File: src/hw/rtl/utf8_byte_sanitizer_macros.svh
// Assertion macros for the utf-8 byte sanitizer.
// Included by the top level; expects clk and rst in scope.
`ifndef UTF8_BYTE_SANITIZER_MACROS_SVH
`define UTF8_BYTE_SANITIZER_MACROS_SVH

// Implication checked every cycle outside reset.
`define UBS_ASSERT_IMPL(label, ante, cons) \
  label: assert property (@(posedge clk) disable iff (rst) (ante) |-> (cons)) \
    else $error("ubs assertion failed");

// Condition that must hold in the cycle after reset.
`define UBS_ASSERT_AFTER_RESET(label, cons) \
  label: assert property (@(posedge clk) rst |=> (cons)) \
    else $error("ubs reset assertion failed");

`endif

File: src/hw/rtl/ubs_pkg.sv
// Shared types and constants of the utf-8 byte sanitizer.
// No dependencies; used by every module of the block.
`timescale 1ns / 1ps

package ubs_pkg;

  localparam logic [7:0] HIGH_BIT_MASK = 8'h80;
  localparam logic [7:0] CONT_MASK     = 8'hC0;
  localparam logic [7:0] CONT_CODE     = 8'h80;
  localparam logic [7:0] LEAD2_MASK    = 8'hE0;
  localparam logic [7:0] LEAD2_CODE    = 8'hC0;
  localparam logic [7:0] LEAD3_MASK    = 8'hF0;
  localparam logic [7:0] LEAD3_CODE    = 8'hE0;
  localparam logic [7:0] LEAD4_MASK    = 8'hF8;
  localparam logic [7:0] LEAD4_CODE    = 8'hF0;
  localparam logic [7:0] REPL_RESET    = 8'h3F;

  // One classified item: reps replacement bytes, then lit_count literal
  // bytes, then optionally the end result.
  typedef struct packed {
    logic [2:0]      reps;
    logic [2:0]      lit_count;
    logic [3:0][7:0] lits;
    logic            end_res;
    logic            any;
  } cmd_t;

endpackage

File: src/hw/rtl/utf8_byte_sanitizer.sv
// Top level of the utf-8 byte sanitizer: replacement register, front end,
// command queue and back end. Depends on ubs_pkg and the macros header.
//
//   channel  direction  handshake              payload
//   in       input      in_valid / in_stall    in_byte, end_of_string
//   out      output     out_valid / out_stall  out_byte, is_end, any_replaced
//   cfg      input      cfg_valid / cfg_ready  cfg_data (replacement byte)
//
// One input item is taken per cycle while the two-entry queue has room.
// Results leave the back end one per cycle unless out_stall holds them.
// An item yields 0 to 4. The input stalls only once both queue entries wait,
// behind a command with several results or behind a stalled output register.
// Reset (rst, synchronous) clears the run state and empties the queue.
// Stalls on either side are absorbed by the queue and the output register.
`timescale 1ns / 1ps
`include "utf8_byte_sanitizer_macros.svh"

module utf8_byte_sanitizer (
  input  logic       clk,
  input  logic       rst,
  input  logic       in_valid,
  output logic       in_stall,
  input  logic [7:0] in_byte,
  input  logic       end_of_string,
  output logic       out_valid,
  input  logic       out_stall,
  output logic [7:0] out_byte,
  output logic       is_end,
  output logic       any_replaced,
  input  logic       cfg_valid,
  output logic       cfg_ready,
  input  logic [7:0] cfg_data
);
  import ubs_pkg::*;

  logic [7:0] replacement_byte;
  logic       q_full;
  logic       push;
  cmd_t       push_cmd;
  logic       head_valid;
  cmd_t       head_cmd;
  logic       pop;

  assign cfg_ready = 1'b1;

  always_ff @(posedge clk) begin
    if (rst) begin
      replacement_byte <= REPL_RESET;
    end else if (cfg_valid && cfg_ready) begin
      replacement_byte <= cfg_data;
    end
  end

  ubs_front u_front (
    .clk           (clk),
    .rst           (rst),
    .in_valid      (in_valid),
    .in_stall      (in_stall),
    .in_byte       (in_byte),
    .end_of_string (end_of_string),
    .q_full        (q_full),
    .push          (push),
    .push_cmd      (push_cmd)
  );

  ubs_queue u_queue (
    .clk        (clk),
    .rst        (rst),
    .push       (push),
    .push_cmd   (push_cmd),
    .full       (q_full),
    .head_valid (head_valid),
    .head_cmd   (head_cmd),
    .pop        (pop)
  );

  ubs_back u_back (
    .clk          (clk),
    .rst          (rst),
    .repl_byte    (replacement_byte),
    .head_valid   (head_valid),
    .head_cmd     (head_cmd),
    .pop          (pop),
    .out_valid    (out_valid),
    .out_stall    (out_stall),
    .out_byte     (out_byte),
    .is_end       (is_end),
    .any_replaced (any_replaced)
  );

  `UBS_ASSERT_IMPL(a_end_carries_no_byte, out_valid && is_end, out_byte == 8'h00)
  `UBS_ASSERT_IMPL(a_flag_only_on_end, out_valid && !is_end, !any_replaced)
  `UBS_ASSERT_IMPL(a_pop_needs_head, pop, head_valid)
  `UBS_ASSERT_AFTER_RESET(a_ready_after_reset, !in_stall && !out_valid)

endmodule

File: src/hw/rtl/ubs_front.sv
// Front end: accepts bytes, tracks pending multi-byte runs, and classifies
// each item into a command for the queue. Depends on ubs_pkg.
`timescale 1ns / 1ps

module ubs_front (
  input  logic          clk,
  input  logic          rst,
  input  logic          in_valid,
  output logic          in_stall,
  input  logic [7:0]    in_byte,
  input  logic          end_of_string,
  input  logic          q_full,
  output logic          push,
  output ubs_pkg::cmd_t push_cmd
);
  import ubs_pkg::*;

  logic [7:0]      lead_held;
  logic [1:0][7:0] cont_bytes;
  logic [1:0]      run_needed;
  logic [1:0]      run_have;
  logic            pending_valid;
  logic            replaced_flag;

  logic [7:0] lead_held_next;
  logic [1:0] run_needed_next;
  logic [1:0] run_have_next;
  logic       pending_valid_next;
  logic       replaced_flag_next;
  logic       cont_write;
  cmd_t       cmd;
  logic       accept;
  logic       is_cont;
  logic [2:0] flush_reps;
  logic [1:0] fresh_run;

  assign in_stall = q_full;
  assign accept   = in_valid && !q_full;
  assign is_cont  = (in_byte & CONT_MASK) == CONT_CODE;
  assign flush_reps = pending_valid ? ({1'b0, run_have} + 3'd1) : 3'd0;

  always_comb begin
    fresh_run = 2'd0;
    if ((in_byte & LEAD2_MASK) == LEAD2_CODE) fresh_run = 2'd1;
    if ((in_byte & LEAD3_MASK) == LEAD3_CODE) fresh_run = 2'd2;
    if ((in_byte & LEAD4_MASK) == LEAD4_CODE) fresh_run = 2'd3;
  end

  always_comb begin
    cmd                = '0;
    lead_held_next     = lead_held;
    run_needed_next    = run_needed;
    run_have_next      = run_have;
    pending_valid_next = pending_valid;
    replaced_flag_next = replaced_flag;
    cont_write         = 1'b0;
    if (end_of_string) begin
      // flush any pending run as replacements, then close the string
      cmd.reps           = flush_reps;
      cmd.end_res        = 1'b1;
      cmd.any            = replaced_flag || pending_valid;
      pending_valid_next = 1'b0;
      run_have_next      = 2'd0;
      run_needed_next    = 2'd0;
      replaced_flag_next = 1'b0;
    end else if (pending_valid && is_cont && (run_have < run_needed)) begin
      if (run_have + 2'd1 == run_needed) begin
        cmd.lit_count      = {1'b0, run_needed} + 3'd1;
        cmd.lits[0]        = lead_held;
        cmd.lits[1]        = (run_have == 2'd0) ? in_byte : cont_bytes[0];
        cmd.lits[2]        = (run_have == 2'd1) ? in_byte : cont_bytes[1];
        cmd.lits[3]        = in_byte;
        pending_valid_next = 1'b0;
        run_have_next      = 2'd0;
        run_needed_next    = 2'd0;
      end else begin
        cont_write    = 1'b1;
        run_have_next = run_have + 2'd1;
      end
    end else begin
      // a broken run is flushed, then the byte is handled fresh
      cmd.reps = flush_reps;
      if (pending_valid) begin
        replaced_flag_next = 1'b1;
        pending_valid_next = 1'b0;
        run_have_next      = 2'd0;
        run_needed_next    = 2'd0;
      end
      if ((in_byte & HIGH_BIT_MASK) == 8'h00) begin
        cmd.lit_count = 3'd1;
        cmd.lits[0]   = in_byte;
      end else if (fresh_run == 2'd0) begin
        cmd.reps           = flush_reps + 3'd1;
        replaced_flag_next = 1'b1;
      end else begin
        lead_held_next     = in_byte;
        run_needed_next    = fresh_run;
        run_have_next      = 2'd0;
        pending_valid_next = 1'b1;
      end
    end
  end

  assign push     = accept && ((cmd.reps != 3'd0) || (cmd.lit_count != 3'd0) || cmd.end_res);
  assign push_cmd = cmd;

  always_ff @(posedge clk) begin
    if (rst) begin
      lead_held     <= '0;
      run_needed    <= '0;
      run_have      <= '0;
      pending_valid <= 1'b0;
      replaced_flag <= 1'b0;
    end else if (accept) begin
      lead_held     <= lead_held_next;
      run_needed    <= run_needed_next;
      run_have      <= run_have_next;
      pending_valid <= pending_valid_next;
      replaced_flag <= replaced_flag_next;
    end
  end

  always_ff @(posedge clk) begin
    if (accept && cont_write) begin
      cont_bytes[run_have[0]] <= in_byte;
    end
  end

endmodule

File: src/hw/rtl/ubs_queue.sv
// Two-entry command queue between front and back end.
// Entry 0 is always the head. Depends on ubs_pkg.
`timescale 1ns / 1ps

module ubs_queue (
  input  logic          clk,
  input  logic          rst,
  input  logic          push,
  input  ubs_pkg::cmd_t push_cmd,
  output logic          full,
  output logic          head_valid,
  output ubs_pkg::cmd_t head_cmd,
  input  logic          pop
);
  import ubs_pkg::*;

  cmd_t       slot0;
  cmd_t       slot1;
  logic [1:0] count;

  assign full       = count == 2'd2;
  assign head_valid = count != 2'd0;
  assign head_cmd   = slot0;

  always_ff @(posedge clk) begin
    if (rst) begin
      count <= 2'd0;
    end else begin
      case ({push, pop})
        2'b10:   count <= count + 2'd1;
        2'b01:   count <= count - 2'd1;
        default: count <= count;
      endcase
    end
  end

  always_ff @(posedge clk) begin
    case ({push, pop})
      2'b10: begin
        if (count == 2'd0) slot0 <= push_cmd;
        else slot1 <= push_cmd;
      end
      2'b01: begin
        slot0 <= slot1;
      end
      2'b11: begin
        // push only happens when not full, so one entry is in flight
        slot0 <= push_cmd;
      end
      default: begin
        slot0 <= slot0;
      end
    endcase
  end

endmodule

File: src/hw/rtl/ubs_back.sv
// Back end: expands the head command into results, one a cycle while the
// output is not stalled, into an output register. Depends on ubs_pkg.
`timescale 1ns / 1ps

module ubs_back (
  input  logic          clk,
  input  logic          rst,
  input  logic [7:0]    repl_byte,
  input  logic          head_valid,
  input  ubs_pkg::cmd_t head_cmd,
  output logic          pop,
  output logic          out_valid,
  input  logic          out_stall,
  output logic [7:0]    out_byte,
  output logic          is_end,
  output logic          any_replaced
);
  import ubs_pkg::*;

  logic [1:0] pos;
  logic [2:0] pos_w;
  logic [2:0] total;
  logic [2:0] lit_idx;
  logic       last;
  logic       load;
  logic [7:0] res_byte;
  logic       res_end;
  logic       res_any;

  assign pos_w   = {1'b0, pos};
  assign total   = head_cmd.reps + head_cmd.lit_count + {2'b00, head_cmd.end_res};
  assign last    = pos_w == (total - 3'd1);
  assign lit_idx = pos_w - head_cmd.reps;
  assign load    = head_valid && (!out_valid || !out_stall);
  assign pop     = load && last;

  always_comb begin
    res_byte = 8'h00;
    res_end  = 1'b0;
    res_any  = 1'b0;
    if (pos_w < head_cmd.reps) begin
      res_byte = repl_byte;
    end else if (lit_idx < head_cmd.lit_count) begin
      res_byte = head_cmd.lits[lit_idx[1:0]];
    end else begin
      res_end = 1'b1;
      res_any = head_cmd.any;
    end
  end

  always_ff @(posedge clk) begin
    if (rst) begin
      out_valid <= 1'b0;
      pos       <= 2'd0;
    end else if (load) begin
      out_valid <= 1'b1;
      pos       <= last ? 2'd0 : pos + 2'd1;
    end else if (!out_stall) begin
      out_valid <= 1'b0;
    end
  end

  always_ff @(posedge clk) begin
    if (load) begin
      out_byte     <= res_byte;
      is_end       <= res_end;
      any_replaced <= res_any;
    end
  end

endmodule
File: config.mk
export PLATFORM = sky130hd
export DESIGN_NAME = utf8_byte_sanitizer
export DESIGN_NICKNAME = d
export VERILOG_FILES = /design/src/hw/rtl/ubs_pkg.sv /design/src/hw/rtl/utf8_byte_sanitizer.sv /design/src/hw/rtl/ubs_front.sv /design/src/hw/rtl/ubs_queue.sv /design/src/hw/rtl/ubs_back.sv
export VERILOG_INCLUDE_DIRS = /design/src /design/src/hw/rtl
export SDC_FILE = /design/constraint.sdc
export NUM_CORES = 1
export LEC_CHECK = 0
export BUFFER_PORTS_ARGS = -buffer_cell sky130_fd_sc_hd__clkbuf_2
export CAP_MARGIN = 20
export CORE_MARGIN = 8
export CORE_UTILIZATION = 50
export DETAILED_ROUTE_END_ITERATION = 10
export PLACE_DENSITY = 0.66
export SLEW_MARGIN = 20
export SYNTH_ARGS = -nofsm -noshare
export SYNTH_HDL_FRONTEND = slang
export SYNTH_SLANG_ARGS = --single-unit
File: constraint.sdc
create_clock -name clk -period 8.8 [get_ports clk]
set_input_delay 1.76 -clock clk [delete_from_list [all_inputs] [get_ports clk]]
set_output_delay 1.76 -clock clk [all_outputs]
set_load 0.1 [all_outputs]
**Yosys cells after proc, flatten, opt, wreduce, memory -nomap -nowiden**

Cells that the tools add are included.

- Bits in registers: 133
- Input bits: 22
- Output and inout port bits: 13
- Word-level logic and storage cells: 154

- $add $sub $neg: 11
- $lt $le $gt $ge: 6
- Eq/ne operators: 15
- Multiplexer cells: 57
- Bitwise gates (word level): 5
- Reductions and logical operators: 30

Operators by type and width:

| kind | count |
|---|---|
| $pmux 40 s3 | 1 |
| $mux 35 | 2 |
| $mux 8 | 8 |
| $mux 40 | 1 |
| $mux 2 | 16 |
| $mux 24 | 1 |
| $mux 1 | 18 |
| $mux 3 | 6 |
| $bmux 8 s2 | 1 |
| $bwmux 16 | 1 |
| $reduce_bool 3->1 | 3 |
| $demux 8 s1 | 1 |
| $eq 2x2->1 const B | 4 |
| $logic_and 1x1->1 | 8 |
| $logic_not 8->1 | 1 |
| $reduce_and 2->1 | 4 |
| $add 2x1->2 const B | 3 |
| $add 2x1->3 const B | 2 |
| $logic_not 2->1 | 3 |
| $eq 5x5->1 const B | 1 |
| $not 1->1 | 5 |
| $reduce_and 5->1 | 1 |
| $eq 2x1->1 const B | 2 |
| $eq 4x4->1 const B | 1 |
| 23 further kinds | 30 |

**Longest topological paths before layout**

Gate-level depths: netlist (run 1).

- Depth in word-level cells: 16
- Gate-level depth with buffers: 15
- Gate-level depth less buffers: 15

**Modules after synthesis**

A second synthesis (run 1) with hierarchy kept.

- Cells, all modules: 437
- Area, all modules: 6231.0 sq um

Modules (own cells, without submodules):

| module | instances | cells an instance | area each (sq um) |
|---|---|---|---|
| ubs_queue | 1 | 143 | 3067.9 |
| ubs_front | 1 | 188 | 1813.0 |
| ubs_back | 1 | 78 | 1028.5 |
| utf8_byte_sanitizer | 1 | 28 | 321.6 |

**Worst setup path before layout (run 1)**

OpenSTA, ideal clock, no wires.

- Path type: in2reg
- Start point: in in_byte[4]
- End point: reg u_queue.slot0, in the netlist u_queue.head_cmd[0] (enable)
- Arrival: 6.266 ns
- Required time: 8.217 ns
- Slack: 1.950 ns
- Stages: 9
- Path buffers: 1
- Cells stage by stage: clkbuf_1 nand3_1 a21oi_1 o21ai_0 o21a_1 a41oi_1 ha_1 nor2b_1 nor2_1

- Cells in the longest elaborated chain, start to end: 15

Ends and longest elaborated chain:

| item | RTL line | RTL |
|---|---|---|
| from (decl) | utf8_byte_sanitizer.sv:23 | `input logic [7:0] in_byte,` |
| $eq 4x4->1 | ubs_front.sv:45 | `if ((in_byte & LEAD3_MASK) == LEAD3_CODE) fresh_run = 2'd2;` |
| $mux 2 | ubs_front.sv:45 |  |
| $mux 2 (*) | ubs_front.sv:46 | `if ((in_byte & LEAD4_MASK) == LEAD4_CODE) fresh_run = 2'd3;` |
| $logic_not 2->1 (*) | ubs_front.sv:92 | `end else if (fresh_run == 2'd0) begin` |
| $mux 3 (*) | ubs_front.sv:92 |  |
| $mux 3 (*) | ubs_front.sv:89 | `if ((in_byte & HIGH_BIT_MASK) == 8'h00) begin` |
| $mux 3 (*) | ubs_front.sv:66 | `end else if (pending_valid && is_cont && (run_have < run_needed)) begin` |
| $mux 3 (*) | ubs_front.sv:57 | `if (end_of_string) begin` |
| $reduce_bool 3->1 (*) | ubs_front.sv:104 | `assign push = accept && ((cmd.reps != 3'd0) \|\| (cmd.lit_count != 3'd0) \|\| cmd.end_res);` |
| $logic_or 1x1->1 (*) (2 in series) | ubs_front.sv:104 |  |
| $logic_and 1x1->1 (*) | ubs_front.sv:104 |  |
| $eq 2x2->1 / $eq 2x1->1 (equally long branches) | ubs_queue.sv:38 | `case ({push, pop})` |
| $ne 2x1->1 (no source line) / $reduce_bool 3->1 (equally long branches) | -- |  |
| $reduce_and 2->1 (no source line) (*) | -- |  |
| to (signal assigned) | ubs_queue.sv:40 | `if (count == 2'd0) slot0 <= push_cmd;` |
| to (signal assigned) | ubs_queue.sv:44 | `slot0 <= slot1;` |
| to (signal assigned) | ubs_queue.sv:48 | `slot0 <= push_cmd;` |
| to (decl) | ubs_queue.sv:17 | `cmd_t slot0;` |

Mark *: on every way between the ends. The rest lies on a longest branch, timed or not.
A chain may end at the register's enable or synchronous reset.

**Worst setup path in the final report (run 1)**

- Start point: in in_byte[6]
- End point: reg u_queue.slot0, in the netlist u_queue.head_cmd[4] (data pin)

- Cells in the longest elaborated chain, start to end: 15

Ends and longest elaborated chain:

| item | RTL line | RTL |
|---|---|---|
| $eq 3x3->1 | ubs_front.sv:44 | `if ((in_byte & LEAD2_MASK) == LEAD2_CODE) fresh_run = 2'd1;` |
| $mux 1 | ubs_front.sv:44 |  |
| $mux 2 | ubs_front.sv:45 |  |
| $mux 2 | ubs_front.sv:46 |  |
| $logic_not 2->1 | ubs_front.sv:92 |  |
| $mux 3 | ubs_front.sv:92 |  |
| $mux 3 | ubs_front.sv:89 |  |
| $mux 3 | ubs_front.sv:66 |  |
| $mux 3 | ubs_front.sv:57 |  |
| $reduce_bool 3->1 | ubs_front.sv:104 |  |
| $logic_or 1x1->1 (2 in series) | ubs_front.sv:104 |  |
| $logic_and 1x1->1 | ubs_front.sv:104 |  |
| $eq 2x2->1 / $eq 2x1->1 (equally long branches) | ubs_queue.sv:38 |  |
| $pmux 40 s3 (*) | ubs_queue.sv:38 |  |

Mark *: on every way between the ends. The rest lies on a longest branch, timed or not. The select of a mux whose other input is x is not followed.

==> results.md, run 1 <==
* Metal3 WL at between 600 and 700 um
* Static Leak at between 2 and 3 nW
* Synth Warn # at 0
* RD Place Congestion at 0.863
* Setup-failing EPs final at 0
* Status: finished, final reports clean
* CP Max Fanout at 58
* Crit Path Class: in -> reg
* Worst reg2reg path depth at 12
* H-tree Lvls at 4
* Worst hold slack at approximately 460 ps
* Met1 wire length at between 5 and 6 mm
* Most common cell in the netlist: edfxtp_1
* DRT Pass-1 Iters at 4
* Root Buffer: clkbuf_16
* FMAX at about 0.25 GHz
* Initial antenna violation count at 0
* Global-route wire length before repair at ~19 mm
* Critical Path End Type: flip-flop
* Syn Std Cell Area at 6170 um^2
* Vias in the first global route at 3472
* Seq/Total Area, Yosys at 0.603
* Hold path cells at 2
* Post-synth top cells: 106 x edfxtp_1, 38 x nand2_1, 36 x nor2_1
* DRT antenna net count at 0
* DRC at 0
* DRT iter0 DRCs at 310
* Die H at between 100 and 150 um
* DRT Wirelength at between 10 and 15 mm
* Core Area at approximately 12000 um^2
* GRT overflow at 0
* Clk buf depth at 2
* Pwr/cell area at roughly 340 nW/um^2
* Post-synth top area cell: edfxtp_1
* Routed length on met2 at approximately 5 mm
* Die area at between 15000 and 20000 um^2
* FF+latch count, synth at 133
* Share of cells above drive strength 1 at 0.209
* Register area at 3720 um^2
* Top FF cell, synth: edfxtp_1
* CTS tree: done
* Nets at approximately 550
* Area of the multi-input gates at 2240 um^2
* Worst-skew pair later-pin latency at between 400 and 500 ps
* Worst EP required at 8960 ps
* Syn_nets at approximately 520
* Synth-to-layout area growth at 13.5%
* Overall Global Routing Usage at 0.149
* I/O Pins at 35
* Placed Area at approximately 6400 um^2
* Via Count at 3631
* Number of cells produced by synthesis at 480
* Post-synth top area share at 0.516
* Synthesized area per cell at between 10 and 15 um^2
* Final Hold Fails at 0
* Max Slew Vio Count at 0
* Tmin final at slightly above 4000 ps
* Post-layout instance area at between 7000 and 8000 um^2
* CTS buffer count at 17
* Final setup TNS at 0 ps
* Peak supply drop at around 0.18 mV
* Pin count of the biggest net entering global routing at 59
* Gates resized, CTS repair at 0
* # fillers at just under 1000
* PortBufs at 33
* Site Rows at 40
* RSZ-0062 raised after global routing: false
* WL per Instance at around 17 um
* Max_cap viols at 0
* Final Cycle Share at 0.457
* Crit path DAT at about 4200 ps
* Hold Path Class: reg -> reg
* Clk sinks at 133
* Via density at 5.47
* Die width at between 100 and 150 um
* Highest Signal Layer: met4
* Top post-synthesis cells by area: edfxtp_1 52%, dfxtp_1 8.8%, mux2_2 4.0%
* Post-synth EDFFs at 106
* Worst Skew at 11.5 ps
* Worst setup SP type: primary input
* Post-DP HPWL at slightly below 8 mm
* Post-CTS setup repair buffer count at 0
* Hold_buf cts at 0
* Initial core utilization at 0.514
* Netlist cell types at 50
* Worst-Margin Slew at roughly 690 ps
* Diode count at 0
* Async S/R FF share, synth at 0
* CTS clk-pin slew, worst paths at about 50 ps
* Rel. slew slack at 0.534
==> power breakdown <==
part,total (mW),switching [mW],internal [mW]
combinational,0.759,0.494,0.265
sequential,0.936,0.0520,0.884
clock,0.655,0.244,0.411
==> flip-flops by register name (all words and copies together) (netlist names), 8 cells and up <==
signal	count
u_queue.head_cmd	40
u_queue.slot1	40
u_front.cont_bytes	16
replacement_byte	8
u_back.out_byte	8
u_front.lead_held	8
==> layer usage <==
layer / vias up / global-route usage
met5: - / 0
met4: 0 / 0.0630
met3: 14 / 0.0458
met2: 83 / 0.212
met1: 1738 / 0.205
li1: 1796 / -
==> stage by stage <==
stage / utilization / instances / worst slack, ps / total power [mW]
final: 0.583 / 664 / 4780 / 2.35
after global routing: 0.583 / 664 / 4630 / 2.48
after CTS: 0.579 / 662 / 4340 / 2.36
after detailed placement: 0.533 / 631 / 3920 / 1.70
after global placement: 0.533 / 631 / 3990 / 1.67
after floorplan: - / 480 / 1950 / 1.55
==> logic make-up after synthesis <==
family          count (synthesis)  share of synthesized area
mux                            54                      0.108
other cells                     2                    0.00122
fa+ha+maj                      19                     0.0409
buf+inv                        54                     0.0389
compound gates                 78                     0.0874
flops                         133                      0.603
xor+xnor                       12                     0.0170
simple gates                  128                      0.103
==> worst max-delay path, cell delays in order <==
cell	delay (ps)
clkbuf_2	190
nor2_2	180
nand4_1	390
o31ai_1	450
a41o_1	210
ha_4	560
mux2_2	410
==> path summary, 6_finish.rpt <==
kind                                                          end                         startpoint  slack, ps
worst max-delay path                u_queue.head_cmd[4]$_DFFE_PP_                         in_byte[6]       4780
worst min-delay path            u_front.lead_held[7]$_SDFFE_PP0P_  u_front.lead_held[7]$_SDFFE_PP0P_        460
worst max register to register      u_queue.head_cmd[4]$_DFFE_PP_   u_front.run_have[0]$_SDFFE_PP0P_       5370
worst min register to register  u_front.lead_held[7]$_SDFFE_PP0P_  u_front.lead_held[7]$_SDFFE_PP0P_        460
==> placed cells by master (no fill, tap or decap), types with 14 or more instances in the layout <==
| master | n |
|---|---|
| edfxtp_1 | 106 |
| nand2_1 | 38 |
| nor2_1 | 35 |
| clkbuf_2 | 33 |
| dfxtp_1 | 27 |
| mux2i_1 | 24 |
| inv_1 | 22 |
| mux2_2 | 22 |
| o31ai_1 | 19 |
| clkbuf_16 | 17 |
| ha_1 | 16 |
| o21ai_0 | 15 |
| a21oi_1 | 14 |
==> area by class of cell <==
type,instances,area share
timing repair buffer,37,0.0314
clock inverter,11,0.0159
inverter,23,0.0130
clock buffer,20,0.0623
tap,147,0.0263
sequential,133,0.532
multi-input combinational,293,0.319
Power figures use the tool's default switching activity.
==> run 2, diff against run 1 <==
- ABC_AREA: not set -> 1
- PLACE_DENSITY: 0.66 -> 0.69
- clock period: 8.8 -> 3.7 ns (I/O delays scaled with it)
==> results.md, run 2 <==
* Clk sinks at 133 (unchanged)
* Placed Area at 6660 um^2 (+3.9%)
* DRC at 0 (unchanged)
* RD Place Congestion at 0.877 (+1.6%)
* Core Area at 12500 um^2 (+4.2%)
* Die width at 129 um (+1.3%)
* Final Cycle Share at 0.859
* Combinational share of power at 0.323 (about the same)
* Initial core utilization at 0.508 (-0.00586)
* FMAX at about 0.31 GHz
* Critical Path End Type: flip-flop
* Sequential Power Share at 0.372 (-0.026)
* Internal at 3.77 mW (+140%)
* Die area at 16600 um^2 (+2.6%)
* Hold Path Class: reg -> reg
* GRT overflow at 0 (unchanged)
* Hold_buf cts at 0 (unchanged)
* FF+latch count, synth at 133 (unchanged)
* Switching pwr at 2.11 mW (+170%)
* Most common cell in the netlist: nand2_1
* XOR/XNOR Fraction of Synth Area at 0.00826 (-0.00876)
* Post-layout instance area at 7310 um^2 (+4.4%)
* Clock share of power at 0.305 (+0.026)
* Synthesized area per cell at 10.1 um^2 (-21%)
* Worst-skew pair later-pin latency at 410 ps (about the same)
* Worst Skew at 5.05 ps (-6.48 ps)
* Max Slew Vio Count at 0 (unchanged)
* CTS buffer count at 17 (unchanged)
* Commonest non-fill, non-tap cell in the layout: nand2_1
* Diode count at 0 (unchanged)
* Gates resized, CTS repair at 0 (unchanged)
* CP Cell Sequence: inv_1 -> ha_1 -> inv_1 -> ha_1 -> inv_1 -> fa_1 -> xnor2_1 -> nor3b_1 -> nand3_1 -> ha_1 -> inv_1 -> nor2_4 -> nor2_4 -> buf_12
* Share of cells above drive strength 1 at 0.159 (-0.0504)
* CP Max Fanout at 31 (-47%)
* Async S/R FF share, synth at 0 (unchanged)
* Worst EP required at 3810 ps (-5150 ps)
* Root Buffer: clkbuf_16
* Initial antenna violation count at 0 (unchanged)
* Tmin final at approximately 3200 ps
* Post-synth EDFFs at 106 (unchanged)
* DRT iter0 DRCs at 342 (+10%)
* Peak supply drop at 0.378 mV (+110%)
* DRT antenna net count at 0 (unchanged)
* CP Buf/Inv Count at 5 (+4)
* I/O Pins at 35 (unchanged)
* Pin count of the biggest net entering global routing at 54 (-8.5%)
* Reg2reg end: u_queue.head_cmd[26]$_DFFE_PP_
* Top post-synthesis cells by area: edfxtp_1 50%, nand2_1 11%, dfxtp_1 8.5%
* Reg-to-reg critical path startpoint: u_queue.head_cmd[37]$_DFFE_PP_
* Post-synth top cells: 184 x nand2_1, 106 x edfxtp_1, 67 x inv_1
* Largest family of logic cells by synthesized area: simple AND/OR/NAND/NOR gates
* Netlist cell types at 43 (-14%)
* Static Leak at 3.00 nW (+13%)
* Top FF cell, synth: edfxtp_1
* DRT Wirelength at 12.3 mm (+6.0%)
* Compound-gate portion of the synthesized area at 0.107 (+0.0201)
* Switching Share at 0.359 (+0.0226)
* Post-synth top area share at 0.500 (-0.0151)
* Worst path top cell family by delay: adder cells
* Hold path cells at 2 (unchanged)
* Status: finished, final reports clean
* Synth-to-layout area growth at 15.0%
* WL per Instance at 14.5 um (-17%)
* Number of cells produced by synthesis at 627 (+31%)
* Final setup TNS at 0 ps (unchanged)
* Syn Std Cell Area at 6360 um^2 (+3.0%)
* Synth Warn # at 0 (unchanged)
* Final Hold Fails at 0 (unchanged)
* DRT Pass-1 Iters at 5 (+1)
* Worst reg-to-reg setup slack at 520 ps (-4850 ps)
* PortBufs at 33 (unchanged)
* Via density at 4.92 (-10%)
* Seq/Total Area, Yosys at 0.585 (-0.0177)
* Site Rows at 41 (+2.5%)
* Post-CTS setup repair buffer count at 0 (unchanged)
* Post-synth top area cell: edfxtp_1
* Max_cap viols at 0 (unchanged)
* Global-route wire length before repair at 20.6 mm (+11%)
* CTS tree: done
* RSZ-0062 raised after global routing: false
* Synth Area in Simple Gates at 0.194 (+0.0910)
* Clk buf depth at 2 (unchanged)
* # fillers at 1074 (+11%)
* Crit path DAT at 3290 ps (-890 ps)
* Rel. slew slack at 0.494 (-0.0398)
* CP peak stage delay at 450 ps (-110 ps)
* Setup-failing EPs final at 0 (unchanged)
* Crit-path most repeated cell: inv_1
* Worst setup SP type: flip-flop
* H-tree Lvls at 4 (unchanged)
* Register area at 3720 um^2 (unchanged)
* Overall Global Routing Usage at 0.159 (+0.0103)
* CTS clk-pin slew, worst paths at 60 ps (about the same)
* Worst hold endpoint: u_front.lead_held[0]$_SDFFE_PP0P_
* Die H at 129 um (+1.3%)
* Via Count at 4165 (+15%)
* CP max-delay cell: fa_1
* Pwr/cell area at 805 nW/um^2 (+140%)
* Area of the multi-input gates at 2250 um^2 (+0.39%)
* Synth Area in Adders at 0.0397 (-0.00120)
* Most frequent cells in the layout: 184 x nand2_1, 106 x edfxtp_1, 67 x inv_1
* Worst-Margin Slew at 756 ps (+66.0 ps)
* Vias in the first global route at 4173 (+20%)
* Mux cell area share after synthesis at 0 (-0.108)
* Syn_nets at 668 (+28%)
* Total power at 5.89 mW (+150%)
* Worst reg2reg path depth at 14 (+2)
* Hold path start: u_front.lead_held[0]$_SDFFE_PP0P_
* Nets at 703 (+29%)
* Crit Path Class: reg -> reg
* Post-DP HPWL at 8.66 mm (+8.9%)
==> run 2: changes by cell type in the layout (fill, tap and decap cells not counted), moves of 14 or more <==
cell | previous run | this run
nand3_1 | 6 | 20
mux2_2 | 22 | 0
o31ai_1 | 19 | 1
inv_1 | 22 | 67
mux2i_1 | 24 | 0
o21ai_0 | 15 | 44
nand2_1 | 38 | 184
==> run 2: final cells by class <==
cell class,count,share of cell area
Clock buffer,17,0.0582
Timing Repair Buffer,38,0.0311
Sequential cell,133,0.509
Inverter,70,0.0359
Clock inverter,15,0.0288
Multi-Input combinational cell,402,0.307
Tap cell,172,0.0294
==> run 2: how the worst max path moves through the flow <==
stage,cells past startpoint,slack [ps],start,endpoint
floorplan,13,10,u_queue.head_cmd[37]$_DFFE_PP_,u_queue.head_cmd[0]$_DFFE_PP_
global placement,13,350,u_queue.head_cmd[37]$_DFFE_PP_,u_queue.head_cmd[2]$_DFFE_PP_
detailed placement,13,190,u_queue.head_cmd[37]$_DFFE_PP_,u_queue.head_cmd[18]$_DFFE_PP_
CTS,13,170,u_queue.head_cmd[37]$_DFFE_PP_,u_queue.head_cmd[20]$_DFFE_PP_
global route,14,350,u_queue.head_cmd[37]$_DFFE_PP_,u_queue.head_cmd[12]$_DFFE_PP_
finish,14,520,u_queue.head_cmd[37]$_DFFE_PP_,u_queue.head_cmd[26]$_DFFE_PP_
==> run 2: per-stage QoR <==
step | instances | hold WS, ps | setup WS, ps | util
2_1_floorplan | 627 | 429 | 10.4 | -
5_1_grt | 847 | 480 | 348 | 0.584
4_1_cts | 846 | 462 | 168 | 0.582
3_5_place_dp | 814 | 450 | 186 | 0.532
3_3_place_gp | 814 | 443 | 354 | 0.532
6_report | 847 | 460 | 522 | 0.584
==> run 2: tightest hold or removal path, cell delays in order, from the launching register on <==
cell and delay [ps]:
dfxtp_1 290, inv_1 60, a21oi_1 60
==> run 2: cell families after synthesis <==
logic type,count (synthesis)
AO/OA/AOI/OAI,96
XOR/XNOR,6
adder cells (fa/ha/maj),19
buffers and inverters,92
flip-flops,133
other,2
AND/OR/NAND/NOR,279
==> run 2: power groups by stage <==
stage	clock [mW]	sequential (mW)	combinational [mW]
4_1_cts	1.82	2.20	1.89
3_3_place_gp	0	2.21	1.83
5_1_grt	1.90	2.23	2.10
3_5_place_dp	0	2.23	1.88
6_report	1.80	2.19	1.90
2_1_floorplan	0	2.61	1.09
==> run 2: per-layer routing <==
layer,vias to the layer above,track usage,wire (um)
met5,-,0,0
met4,0,0.0546,124
met3,11,0.0492,604
met2,87,0.245,5610
met1,1918,0.208,5940
li1,2149,-,-
